$ cat config.mk
export PLATFORM = sky130hd
export DESIGN_NAME = kmct_keymap
export DESIGN_NICKNAME = d
export VERILOG_FILES = /design/src/keyboard_matrix_change_tracker_assert.svh /design/src/kmct_pkg.sv /design/src/kmct_keymap.sv
export SDC_FILE = /design/constraint.sdc
export NUM_CORES = 1
export LEC_CHECK = 0
export BUFFER_PORTS_ARGS = -buffer_cell sky130_fd_sc_hd__buf_2
export CORE_ASPECT_RATIO = 0.75
export CORE_MARGIN = 10
export CORE_UTILIZATION = 45
export CTS_BUF_LIST = sky130_fd_sc_hd__clkbuf_8
export DETAILED_ROUTE_END_ITERATION = 10
export HOLD_SLACK_MARGIN = 0.15
export PLACE_DENSITY = 0.73
export SLEW_MARGIN = 20
export SYNTH_ARGS = -nofsm -noshare
export SYNTH_HDL_FRONTEND = slang
export SYNTH_SLANG_ARGS = --single-unit
$ cat constraint.sdc
create_clock -name clk -period 2.8 [get_ports clk]
set_input_delay 0.28 -clock clk [delete_from_list [all_inputs] [get_ports clk]]
set_output_delay 0.28 -clock clk [all_outputs]
set_load 0.005 [all_outputs]
$ cat src/keyboard_matrix_change_tracker_assert.svh
// Assertion macros for the keyboard matrix change tracker top level.
`ifndef KEYBOARD_MATRIX_CHANGE_TRACKER_ASSERT_SVH
`define KEYBOARD_MATRIX_CHANGE_TRACKER_ASSERT_SVH

// Same-cycle implication, checked outside reset
`define KMCT_ASSERT_IMPLIES(label, clk, rst_n, ante, cons) \
    label: assert property (@(posedge clk) disable iff (!rst_n) (ante) |-> (cons)) \
        else $error("kmct assertion failed");

// Next-cycle implication, checked outside reset
`define KMCT_ASSERT_NEXT(label, clk, rst_n, ante, cons) \
    label: assert property (@(posedge clk) disable iff (!rst_n) (ante) |=> (cons)) \
        else $error("kmct assertion failed");

`endif

$ cat src/kmct_pkg.sv
// Shared constants, codes and types of the keyboard matrix change tracker.
package kmct_pkg;

    // Matrix geometry
    localparam int ROWS        = 4;
    localparam int COLS        = 14;
    localparam int SENSE_LINES = 7;
    localparam int SCAN_LINES  = 8;

    localparam int KEYS   = ROWS * COLS;
    localparam int KEY_W  = $clog2(KEYS);
    localparam int ROW_W  = $clog2(ROWS);
    localparam int COL_W  = $clog2(COLS);
    localparam int LINE_W = $clog2(SCAN_LINES);

    // Controller event byte
    localparam int CODE_W    = 8;
    localparam int KEY_NUM_W = 7;
    localparam int PRESS_BIT = 7;
    localparam int QUO_W     = 4;
    localparam logic [KEY_NUM_W-1:0] DIGIT_BASE = KEY_NUM_W'(10);
    localparam logic [KEY_NUM_W-1:0] HALF_SPLIT = KEY_NUM_W'(3);

    // Modifier index registers
    localparam int IDX_W     = 6;
    localparam int MOD_COUNT = 5;

    // Configuration port
    localparam int CFG_IDX_W = 3;

    // Stream widths
    localparam int IN_FIELDS_W  = LINE_W + SENSE_LINES + CODE_W;
    localparam int IN_W         = ((IN_FIELDS_W + 7) / 8) * 8;
    localparam int OUT_FIELDS_W = ROW_W + COL_W + 1 + MOD_COUNT;
    localparam int OUT_W        = ((OUT_FIELDS_W + 7) / 8) * 8;

    localparam logic [LINE_W-1:0] LAST_LINE = LINE_W'(SCAN_LINES - 1);

    typedef enum logic [CFG_IDX_W-1:0] {
        CFG_MODE,
        CFG_FN,
        CFG_SHIFT,
        CFG_CTRL,
        CFG_OPT,
        CFG_ALT
    } cfg_idx_t;

    typedef enum logic [1:0] {
        ST_IDLE,
        ST_DIVIDE,
        ST_EMIT,
        ST_SCAN
    } state_t;

    // Change scanner status towards the controller
    typedef struct packed {
        logic             hit;
        logic             more;
        logic             pressed;
        logic [ROW_W-1:0] row;
        logic [COL_W-1:0] col;
    } scan_stat_t;

    // Key number mapper status towards the controller
    typedef struct packed {
        logic             busy;
        logic             done;
        logic             hit;
        logic [ROW_W-1:0] row;
        logic [COL_W-1:0] col;
    } km_res_t;

endpackage

$ cat src/kmct_keymap.sv
// Serial key number mapper: splits a key number less one into tens and units by repeated subtraction.
module kmct_keymap
    import kmct_pkg::*;
(
    input  logic                 clk,
    input  logic                 rst_n,
    input  logic                 start,
    input  logic [KEY_NUM_W-1:0] key_num,
    output km_res_t              res
);

    logic [KEY_NUM_W-1:0] rem_reg, rem_next;
    logic [QUO_W-1:0]     quo_reg, quo_next;
    logic                 run_reg, run_next;
    logic [QUO_W:0]       col_wide;

    // One subtraction of the base per cycle
    always_comb
    begin
        rem_next = rem_reg;
        quo_next = quo_reg;
        run_next = run_reg;
        if (start)
        begin
            rem_next = key_num - KEY_NUM_W'(1);
            quo_next = '0;
            run_next = 1'b1;
        end
        else if (run_reg)
        begin
            if (rem_reg >= DIGIT_BASE)
            begin
                rem_next = rem_reg - DIGIT_BASE;
                quo_next = quo_reg + QUO_W'(1);
            end
            else
            begin
                run_next = 1'b0;
            end
        end
    end

    always_ff @(posedge clk or negedge rst_n)
    begin
        if (!rst_n)
        begin
            run_reg <= 1'b0;
        end
        else
        begin
            run_reg <= run_next;
        end
    end

    always_ff @(posedge clk)
    begin
        rem_reg <= rem_next;
        quo_reg <= quo_next;
    end

    // Two columns per ten keys, units above three in the odd column
    assign col_wide = {quo_reg, 1'b0} + (QUO_W+1)'(rem_reg > HALF_SPLIT);

    always_comb
    begin
        res.busy = run_reg;
        res.done = run_reg && (rem_reg < DIGIT_BASE);
        res.hit  = (int'(col_wide) < COLS);
        res.row  = rem_reg[ROW_W-1:0];
        res.col  = col_wide[COL_W-1:0];
    end

endmodule

# Yosys cells after proc, flatten, opt, wreduce, memory -nomap -nowiden
# Index checks and enable logic that the tools add are counted.
[word_totals] ff_bits=12 in_bits=10 out_inout_bits=9 elab_cells=22
[classes] n_addsub=4 magnitude_cmp=4 muxes=6 n_reduce_logical=5
[ops] op="two-way mux 7 bit" count=3
[ops] op=">= comparator 7 x 4 -> 1 bit (second input constant)" count=1
[ops] op="greater-than comparator 7 x 2 -> 1 bit (second input constant)" count=1
[ops] op="less-than comparator 7 x 4 -> 1 bit (second input constant)" count=1
[ops] op="subtractor 7 x 1 -> 7 bit (second input constant)" count=1
[ops] op="subtractor 7 x 4 -> 7 bit (second input constant)" count=1
[ops] op="adder 5 x 1 -> 5 bit" count=1
[ops] op="less-than comparator 5 x 4 -> 1 bit (second input constant)" count=1
[ops] op="adder 4 x 1 -> 4 bit (second input constant)" count=1
[ops] op="AND reduction 2 bit" count=2
[ops] op="nonzero test 2 bit" count=2
[ops] op="two-way mux 1 bit" count=3
[ops] op="logical AND 1 bit" count=1

# Depth between registers and ports, before layout
[depth] ltp_word=4 depth_mapped=6 ltp_nobuf=6

# Worst setup path after synthesis
# No wires, ideal clock.
[synth_timing] path_type="reg-to-reg" from="reg rem_reg[1]" to="reg rem_reg[1], enable pin" setup_time_ns=0.291 arrival_ns=1.461 required_time_ns=2.509 path_slack_ns=1.049 path_stages_with_launch=6 path_buffers=0 period_less_slack_ns=1.751 path_cell_list="edfxtp_1 > inv_1 > ha_1 > and2b_1 > o31ai_4 > nand2b_1"
[synth_via] elab_chain_cells=3
[synth_rtl] element="from (decl)" line_no="kmct_keymap.sv:12" source="logic [KEY_NUM_W-1:0] rem_reg, rem_next;"
[synth_rtl] element="from (signal assigned)" line_no="kmct_keymap.sv:57" source="rem_reg <= rem_next;"
[synth_rtl] element=">= comparator 7 x 4 -> 1 bit" line_no="kmct_keymap.sv:31" source="if (rem_reg >= DIGIT_BASE)"
[synth_rtl] element="nonzero test 2 bit (no line)"
[synth_rtl] element="AND reduction 2 bit (no line)"
# No other way between the ends.
# A chain may end at the register's enable or synchronous reset.

# Final worst setup path
[layout_timing] from="reg rem_reg[1]" to="reg rem_reg[5], enable pin"
# Same word-level chain as after synthesis.

==> reports/qor.yml <==
run_status:
  status: "finished clean"
layout:
  diodes: 0
  drive_above_1_share: 0.253
  final_cell_mix: "18 x buf_2, 7 x nor2_1, 7 x edfxtp_1"
  area_delta_synth_final_pct: 13.8
  instances_no_fill: 117
  final_common_cell: "buf_2"
  nNetsFinal: 110
  largest_register_ff_count: 7
  fin_util: 0.532
sta:
  fin_crit_ns: 1.93
  setup_violations: 0
  worst_pin_slew_ns: 0.358
  fmax_mhz: 517
  skew_ns: 0.00552
  hold_violations: 0
  rsz0062_at_grt: "no"
  tns_ns: 0
  slew_viol_final: 0
  relSlewSlack: 0.761
  fin_crit_sh: 0.691
placed_design:
  place_inst: 112
  routabilityCongestion: 0.747
  io_buffers: 18
  hpwl_mm: 1.16
clock_tree:
  cts_sinks: 12
  root_buffer: "clkbuf_8"
  clk_pin_slew_ns: 0.05
  clk_latency_ns: 0.24
  cts_inserted_buffers: 3
  cts_buffer_depth: 2
  hold_buffers: 1
  cts_setup_buffers: 0
  htree_levels: 1
  cts_resized: 0
  cts_tree: "built"
floorplanning:
  num_io_pins: 19
  fp.dieH_um: 56.3
  start_util: 0.467
  core_mm2: 0.00169
  fp.dieW_um: 68.4
  rows: 13
  die-area_mm2: 0.00385
worst_setup_path:
  cp_max_fo: 8
  criticalPathCategory: "reg -> reg"
  end_kind: "flop"
  worst_ep_required_time_ns: 2.74
  arrival_ns: 1.88
  critPathLaunchType: "flop"
  r2r_cells: 5
  ff2ff_setup_slack_ns: 0.87
yosys:
  yosysSeqAreaShare: 0.399
  ys_top_cells_by_area: "edfxtp_1 27%, dfxtp_1 10%, buf_4 6.6%"
  ys_ff_latch: 12
  synth_ff_type: "edfxtp_1"
  synth-edff-count: 7
  synth_cells: 82
  synth_fp_nets: 96
  post-synth-top-area-cell: "edfxtp_1"
  synth_top_area_share: 0.266
  ys_warn_count: 0
  syn_avg_cell_area_um2: 9.64
  async_reset_ff_frac: 0.0833
  synth_cell_types: 26
  syn_area_um2: 791
route:
  drc: 0
  ant_nets: 0
  drt-initial-drc-count: 36
  vias_per_cell: 4.69
  vias: 549
  wl_per_cell_um: 12.1
  drt_first_pass_iters: 4
  routed_wl_mm: 1.42
pwr:
  max-vdd-ir-drop_mv: 0.302
  power_density_mw_per_mm2: 866
  leakage_uw: 0.000377
job:
  drv_cap: 0
global_route:
  grt_pass1_wl_mm: 2.41
  grt_pass1_vias: 527
  antenna_found_initial: 0
  grt_max_degree: 18
  grtUsageTotal: 0.0777
  grt_overflow: 0
hold_path:
  hold_class: "in -> async"
## cell families (layout without fill, tap and decap cells)
kind of cell / Yosys count / count (layout) / synth area share
AOI/OAI and AO/OA: 12 / 12 / 0.0997
xor gates and xnor gates: 9 / 9 / 0.0997
adders and majority gates: 4 / 4 / 0.0633
buffers and inverters: 15 / 28 / 0.104
DFF: 12 / 12 / 0.399
muxes: 4 / 4 / 0.0506
and+or+nand+nor: 26 / 26 / 0.184
## worst paths after layout
check | from | end
setup reg to reg | rem_reg[1]$_DFFE_PP_ | rem_reg[5]$_DFFE_PP_
max in group asynchronous | rst_n | run_reg$_DFF_PN0_
min in group clk | key_num[0] | rem_reg[0]$_DFFE_PP_
hold reg to reg | quo_reg[3]$_SDFFE_PP0P_ | quo_reg[3]$_SDFFE_PP0P_
hold / removal | rst_n | run_reg$_DFF_PN0_
setup / recovery | rem_reg[1]$_DFFE_PP_ | rem_reg[5]$_DFFE_PP_
## cell type report
| cell class | instances | area (um2) |
|---|---|---|
| fill | 166 | 792 |
| sequential | 12 | 315 |
| clock inverter | 1 | 3.75 |
| timing repair buffer | 19 | 100 |
| tap | 22 | 27.5 |
| clock buffer | 3 | 41.3 |
| multi-input combinational | 55 | 393 |
| inverter | 5 | 18.8 |
## synthesized netlist by cell type (4+ instances only)
cell,n
buf_4,7
a21oi_1,6
mux2i_1,4
nor2_1,7
nor3_1,4
o21ai_0,4
inv_1,5
edfxtp_1,7
dfxtp_1,4
xor2_1,6
ha_1,4
## stage by stage
step / instance area [um2] / setup slack [ns] / total power, uW / hold slack (ns)
final: 900 / 0.866 / 779 / 0.337
after global routing: 900 / 0.694 / 846 / 0.350
after CTS: 900 / 0.844 / 784 / 0.333
after detailed placement: 845 / 0.858 / 623 / 0.0566
after global placement: 845 / 0.912 / 619 / 0.0546
after floorplan: 791 / 1.05 / 564 / -0.0156
## report_power, final
group	total (uW)	leakage, uW	internal, uW	switching [uW]
combinational	289	0.000236	138	152
sequential	333	0.000114	267	65.5
clock	157	0.0000269	96.3	60.3
total	779	0.000377	501	277
## layer usage
metal / vias to the layer above / global-route usage / wire (um)
met1: 229 / 0.116 / 720
li1: 302 / - / -
met3: 3 / 0.0198 / 100
met2: 15 / 0.0986 / 578
met5: - / 0 / 0
met4: 0 / 0.0344 / 19
## critical path, stage by stage (launching register included)
cell	delay [ns]
edfxtp_1	0.47
inv_1	0.09
ha_1	0.18
and2b_1	0.24
o31ai_4	0.40
nand2b_1	0.25
(Power assumes the default switching activity.)
