$ cat config.mk
export PLATFORM = sky130hd
export DESIGN_NAME = kmct_scanner
export DESIGN_NICKNAME = d
export VERILOG_FILES = /design/src/keyboard_matrix_change_tracker_assert.svh /design/src/kmct_pkg.sv /design/src/kmct_scanner.sv
export SDC_FILE = /design/constraint.sdc
export NUM_CORES = 1
export LEC_CHECK = 0
export ABC_AREA = 1
export BUFFER_PORTS_ARGS = -buffer_cell sky130_fd_sc_hd__buf_2
export CAP_MARGIN = 20
export CORE_MARGIN = 8
export CORE_UTILIZATION = 41
export DETAILED_ROUTE_END_ITERATION = 10
export PLACE_DENSITY = 0.62
export SETUP_SLACK_MARGIN = 0.4
export SYNTH_ARGS = -nofsm -noshare
export SYNTH_HDL_FRONTEND = slang
export SYNTH_SLANG_ARGS = --single-unit
$ cat constraint.sdc
create_clock -name clk -period 1.51 [get_ports clk]
set_clock_uncertainty 0.2 [all_clocks]
set_input_delay 0.3775 -clock clk [delete_from_list [all_inputs] [get_ports clk]]
set_output_delay 0.3775 -clock clk [all_outputs]
set_load 0.005 [all_outputs]
$ cat src/keyboard_matrix_change_tracker_assert.svh
// Assertion macros for the keyboard matrix change tracker top level.
`ifndef KEYBOARD_MATRIX_CHANGE_TRACKER_ASSERT_SVH
`define KEYBOARD_MATRIX_CHANGE_TRACKER_ASSERT_SVH

// Same-cycle implication, checked outside reset
`define KMCT_ASSERT_IMPLIES(label, clk, rst_n, ante, cons) \
    label: assert property (@(posedge clk) disable iff (!rst_n) (ante) |-> (cons)) \
        else $error("kmct assertion failed");

// Next-cycle implication, checked outside reset
`define KMCT_ASSERT_NEXT(label, clk, rst_n, ante, cons) \
    label: assert property (@(posedge clk) disable iff (!rst_n) (ante) |=> (cons)) \
        else $error("kmct assertion failed");

`endif

$ cat src/kmct_pkg.sv
// Shared constants, codes and types of the keyboard matrix change tracker.
package kmct_pkg;

    // Matrix geometry
    localparam int ROWS        = 4;
    localparam int COLS        = 14;
    localparam int SENSE_LINES = 7;
    localparam int SCAN_LINES  = 8;

    localparam int KEYS   = ROWS * COLS;
    localparam int KEY_W  = $clog2(KEYS);
    localparam int ROW_W  = $clog2(ROWS);
    localparam int COL_W  = $clog2(COLS);
    localparam int LINE_W = $clog2(SCAN_LINES);

    // Controller event byte
    localparam int CODE_W    = 8;
    localparam int KEY_NUM_W = 7;
    localparam int PRESS_BIT = 7;
    localparam int QUO_W     = 4;
    localparam logic [KEY_NUM_W-1:0] DIGIT_BASE = KEY_NUM_W'(10);
    localparam logic [KEY_NUM_W-1:0] HALF_SPLIT = KEY_NUM_W'(3);

    // Modifier index registers
    localparam int IDX_W     = 6;
    localparam int MOD_COUNT = 5;

    // Configuration port
    localparam int CFG_IDX_W = 3;

    // Stream widths
    localparam int IN_FIELDS_W  = LINE_W + SENSE_LINES + CODE_W;
    localparam int IN_W         = ((IN_FIELDS_W + 7) / 8) * 8;
    localparam int OUT_FIELDS_W = ROW_W + COL_W + 1 + MOD_COUNT;
    localparam int OUT_W        = ((OUT_FIELDS_W + 7) / 8) * 8;

    localparam logic [LINE_W-1:0] LAST_LINE = LINE_W'(SCAN_LINES - 1);

    typedef enum logic [CFG_IDX_W-1:0] {
        CFG_MODE,
        CFG_FN,
        CFG_SHIFT,
        CFG_CTRL,
        CFG_OPT,
        CFG_ALT
    } cfg_idx_t;

    typedef enum logic [1:0] {
        ST_IDLE,
        ST_DIVIDE,
        ST_EMIT,
        ST_SCAN
    } state_t;

    // Change scanner status towards the controller
    typedef struct packed {
        logic             hit;
        logic             more;
        logic             pressed;
        logic [ROW_W-1:0] row;
        logic [COL_W-1:0] col;
    } scan_stat_t;

    // Key number mapper status towards the controller
    typedef struct packed {
        logic             busy;
        logic             done;
        logic             hit;
        logic [ROW_W-1:0] row;
        logic [COL_W-1:0] col;
    } km_res_t;

endpackage

$ cat src/kmct_scanner.sv
// Bit-serial change scanner: walks the changed-key mask one key per cycle while advanced, row by row.
module kmct_scanner
    import kmct_pkg::*;
(
    input  logic            clk,
    input  logic            rst_n,
    input  logic            load,
    input  logic [KEYS-1:0] diff,
    input  logic [KEYS-1:0] new_map,
    input  logic            advance,
    output scan_stat_t      stat
);

    logic [KEYS-1:0]  diff_reg, diff_next;
    logic [KEYS-1:0]  new_reg, new_next;
    logic [ROW_W-1:0] row_reg, row_next;
    logic [COL_W-1:0] col_reg, col_next;

    // Load both masks, or shift both masks down and step the key position
    always_comb
    begin
        diff_next = diff_reg;
        new_next  = new_reg;
        row_next  = row_reg;
        col_next  = col_reg;
        if (load)
        begin
            diff_next = diff;
            new_next  = new_map;
            row_next  = '0;
            col_next  = '0;
        end
        else if (advance)
        begin
            diff_next = diff_reg >> 1;
            new_next  = new_reg >> 1;
            if (col_reg == COL_W'(COLS - 1))
            begin
                col_next = '0;
                row_next = row_reg + ROW_W'(1);
            end
            else
            begin
                col_next = col_reg + COL_W'(1);
            end
        end
    end

    always_ff @(posedge clk or negedge rst_n)
    begin
        if (!rst_n)
        begin
            diff_reg <= '0;
        end
        else
        begin
            diff_reg <= diff_next;
        end
    end

    always_ff @(posedge clk)
    begin
        new_reg <= new_next;
        row_reg <= row_next;
        col_reg <= col_next;
    end

    always_comb
    begin
        stat.hit     = diff_reg[0];
        stat.more    = |diff_reg[KEYS-1:1];
        stat.pressed = new_reg[0];
        stat.row     = row_reg;
        stat.col     = col_reg;
    end

endmodule

======== After elaboration in Yosys (flattened, before gate mapping) ========
Index checks and enable logic that the tools add are counted.
storage, ports and cells
  register bits after elaboration ......... 118
  bits of input ports ..................... 116
operators by class
  add/subtract/negate cells ............... 2
  equal/unequal tests ..................... 1
  mux-type cells .......................... 5
  reductions and logical operators ........ 3
operators with widths
  operator                                                        count
  56-bit 2-to-1 mux                                               4
  55-bit OR reduction                                             1
  4-bit by 1-bit adder with 4-bit output (second input constant)  1
  4-bit equality test (second input constant)                     1
  4-bit 2-to-1 mux                                                1
  2-bit by 1-bit adder with 2-bit output (second input constant)  1
  2-bit AND reduction                                             1
  2-bit nonzero test                                              1

======== Logic depth before layout (Yosys ltp) ========
  word-level depth ........................ 2
  depth in mapped cells ................... 6
  gate-level depth less buffers ........... 6

======== Worst setup path before layout ========
No wires, ideal clock.
  kind .................................... input to register
  from .................................... input port load
  to ...................................... register new_reg[0] (enable)
  data arrival time ....................... 1.062 ns
  path slack .............................. -0.115 ns
  stages on the path ...................... 4
  path buffers ............................ 2
  path through ............................ buf_4 > nor2_4 > inv_4 > buf_6
on the way
  longest elaborated chain between the ends .. 1
ends and longest elaborated chain
  item                                 RTL line            source
  from (decl)                          kmct_scanner.sv:7   input logic load,
  2-bit nonzero test (no source line)  --
  to (signal assigned)                 kmct_scanner.sv:63  new_reg <= new_next;
  to (decl)                            kmct_scanner.sv:15  logic [KEYS-1:0] new_reg, new_next;
Every way passes these cells.
A chain may end at the register's enable or synchronous reset.

==> key figures <==
Outcome
  • Failing checks: negative setup slack
  • Run status: complete, but fails checks

Worst setup path
  • CP Launch Type: flop
  • CP max stage cell: dfrtp_1
  • Crit-path cells: nor2_1 > nand2_1 > nor2_2 > nand2_1 > nor2_2 > nand2_1 > buf_2
  • Crit Path Max Fanout: 2
  • Reg2reg path depth: 5
  • Worst Setup End Kind: primary output
  • R2R setup slack: roughly 0.27 ns
  • FF-to-FF Start: row_reg[1]$_SDFFE_PP0P_
  • Number of cells on the critical path: 7
  • Crit Path Class: reg -> out
  • Reg2reg end: row_reg[1]$_SDFFE_PP0P_
  • CP dominant cell by count: nand2_1
  • Data arrival, critical path: roughly 1.5 ns
  • Crit path buf inv count: 1
  • Critical path required time: between 0.9 and 1 ns
  • CP max stage delay: 0.37 ns
  • CP delay by family, top: simple AND/OR/NAND/NOR gates
  • Critical path origin: diff_reg[33]$_DFFE_PN0P_

Pwr
  • Peak VDD IR: just over 0.0006 V
  • Sequential power share: 42.6%
  • Switch share: 23.84%
  • Logic pwr share: 13.9%
  • Switch Pwr: about 2.2 mW
  • Clock Power Share: between 40% and 50%
  • Pleak: between 3 and 4 nW
  • Pwr/cell area: 1132 nW/um2
  • P_int: roughly 7 mW
  • Total power: 9.047 mW

Drt
  • Vias per cell: between 4 and 5
  • Drt first pass iters: 5
  • Average wire per standard cell: about 15 um
  • Post-route ant nets: 0
  • Drt drc: 0
  • Via count: between 4,000 and 5,000
  • DRT iter0 DRCs: about 210
  • Final WL: 13,880 um

Layout
  • Non-Filler Instances: between 900 and 1,000
  • Ant diodes: 0
  • Util after Layout: approximately 60%
  • Design area: ~8000 um2
  • Share of post-route cells with drive strength above 1: between 30% and 40%
  • Fin nets: 880
  • Area delta synth->final: 41.81%

Hold path
  • Sink of the worst hold path: diff_reg[51]$_DFFE_PN0P_
  • Hold Crit Depth: 3
  • HP Class: in -> reg
  • HP Start: diff[51]

STA
  • Max-slew violation count: 0
  • Final hold slack: a little under 0.007 ns
  • Hold Vio Cnt, Final: 0
  • FMAX: a little under 500 MHz
  • Setup TNS: -0.5355 ns
  • Worst setup margin: -0.5258 ns
  • Final Setup Violations: 2
  • Final worst path period share: 134.8%
  • Unrepaired setup endpoints after global routing: yes
  • Slew HR: between 70% and 80%
  • Worst Tran Pin Value: ~0.31 ns
  • Min Tclk post-route: between 2 and 2.5 ns

Synthesis
  • Commonest cells in the netlist: nand2_1 (242), inv_1 (61), dfrtp_1 (56), edfxtp_1 (56), o221ai_2 (48)
  • Synth async-reset ratio: a little under half
  • Distinct cells, synth: 28
  • Synth area leaders: edfxtp_1 (30%), dfrtp_1 (25%), nand2_1 (16%), o221ai_2 (13%), inv_1 (4.1%)
  • Synthesized area per cell: ~10 um2
  • Mapped Nets: just under 700
  • Post-Synthesis Cells: approximately 570
  • Post-synth top area share: ~30%
  • Syn Std Cell Area: around 5600 um2
  • Yosys top cell by area: edfxtp_1
  • Warnings from Yosys: 0
  • Post-synth EDFFs: 56
  • FF+latch count, synth: around 120
  • Post-synthesis sequential area ratio: 56.84%
  • Primary FF master, synth: edfxtp_1
  • Most frequent cell after synthesis: nand2_1

Job
  • Max-Cap Viols: 0

Global route
  • Largest net degree at the start of global routing: 57
  • Number of global-route vias before repair: roughly 4,800
  • Grt ovf: 0
  • Global-route wire length before repair: 23,090 um
  • Gr usage total: between 10% and 20%
  • Initial antenna violation count: 0

Clock network
  • Clock buffer depth: 2
  • Clock buffer count from CTS: 17
  • Clock transition at the registers of the reported paths: about 0.060 ns
  • Root Buffer Master: clkbuf_16
  • CTS sink count: around 120
  • CTS tree: built
  • Worst skew pair latency: just over 0.4 ns
  • Htree depth: 4

Place
  • Placed cell area: around 6600 um2
  • Port bufs: 124
  • HPWL Detailed: between 9000 and 10,000 um
  • Gpl congestion: just under 0.8
  • Placed cell count: approximately 860
  • Place WS: -0.1363 ns

Floorplanning
  • # IOs: between 100 and 150
  • Site Rows: 43
  • Die X: between 100 and 150 um
  • Core Footprint: 13,670 um2
  • Initial core utilization: 41.24%
  • Die area: roughly 18,000 um2
  • Die H: about 130 um
==> repair_timing <==
action,CTS,global route
setup buffers,5,3
resized for setup,23,51
gates cloned,0,1
endpoints found under the setup margin,13,50
endpoints found under the hold margin,107,1
hold buffers,51,1
pin swaps,5,9
==> per-layer routing <==
layer	global-route usage, %	wire length, um	up-vias
li1	-	-	2265
met1	18.52	5889	2115
met2	26.28	6838	115
met3	5.572	878	23
met4	6.987	275	0
met5	0	0	-
==> cell type report <==
class                      instances  area, um2
multi-input combinational        357       2110
clock inverter                     6      61.31
inverter                          63      254.0
tap                              180      225.2
timing repair buffer             207       1598
sequential                       118       3213
fill                            1146       5674
clock buffer                      26      530.5
==> placed cells by master, fill, tap and decap left out, types with 10 or more instances in the layout <==
| cell type | netlist | layout |
|---|---|---|
| buf_2 | 7 | 120 |
| buf_4 | 5 | 17 |
| clkbuf_16 | 0 | 19 |
| dfrtp_1 | 56 | 56 |
| dlygate4sd3_1 | 0 | 42 |
| dlymetal6s4s_1 | 0 | 10 |
| edfxtp_1 | 56 | 56 |
| inv_1 | 61 | 57 |
| nand2_1 | 242 | 217 |
| nand2_2 | 1 | 25 |
| nor2_1 | 40 | 38 |
| o221ai_2 | 48 | 49 |
==> logic make-up after synthesis <==
kind of cell / Yosys count / share of synthesized area (%)
and+or+nand+nor: 292 / 20.14
DFF: 118 / 56.84
buffers and inverters: 94 / 8.126
AOI/OAI and AO/OA: 64 / 14.74
xor gates and xnor gates: 1 / 0.1554
==> how the worst max path moves through the flow <==
stage,endpoint,slack [ns]
3_3_place_gp,stat[7],-0.15
6_report,stat[7],-0.53
3_5_place_dp,stat[7],-0.14
4_1_cts,stat[7],-0.57
5_1_grt,stat[7],-0.66
2_1_floorplan,new_reg[0]$_DFFE_PP_,0.08
==> worst register-to-register path, stage by stage (launching register included) <==
cell	delay [ns]
dfxtp_2	0.32
buf_4	0.12
buf_4	0.13
xor2_1	0.17
nand3_2	0.09
a21oi_2	0.14
==> power by group through the flow <==
stage	logic [mW]	clock network, mW	registers [mW]
3_3_place_gp	1.05	0	3.90
2_1_floorplan	0.717	0	3.88
6_report	1.26	3.93	3.85
3_5_place_dp	1.08	0	3.91
5_1_grt	1.41	4.15	3.89
4_1_cts	1.21	4.01	3.85
No activity file was read; power rests on OpenSTA's default activity.
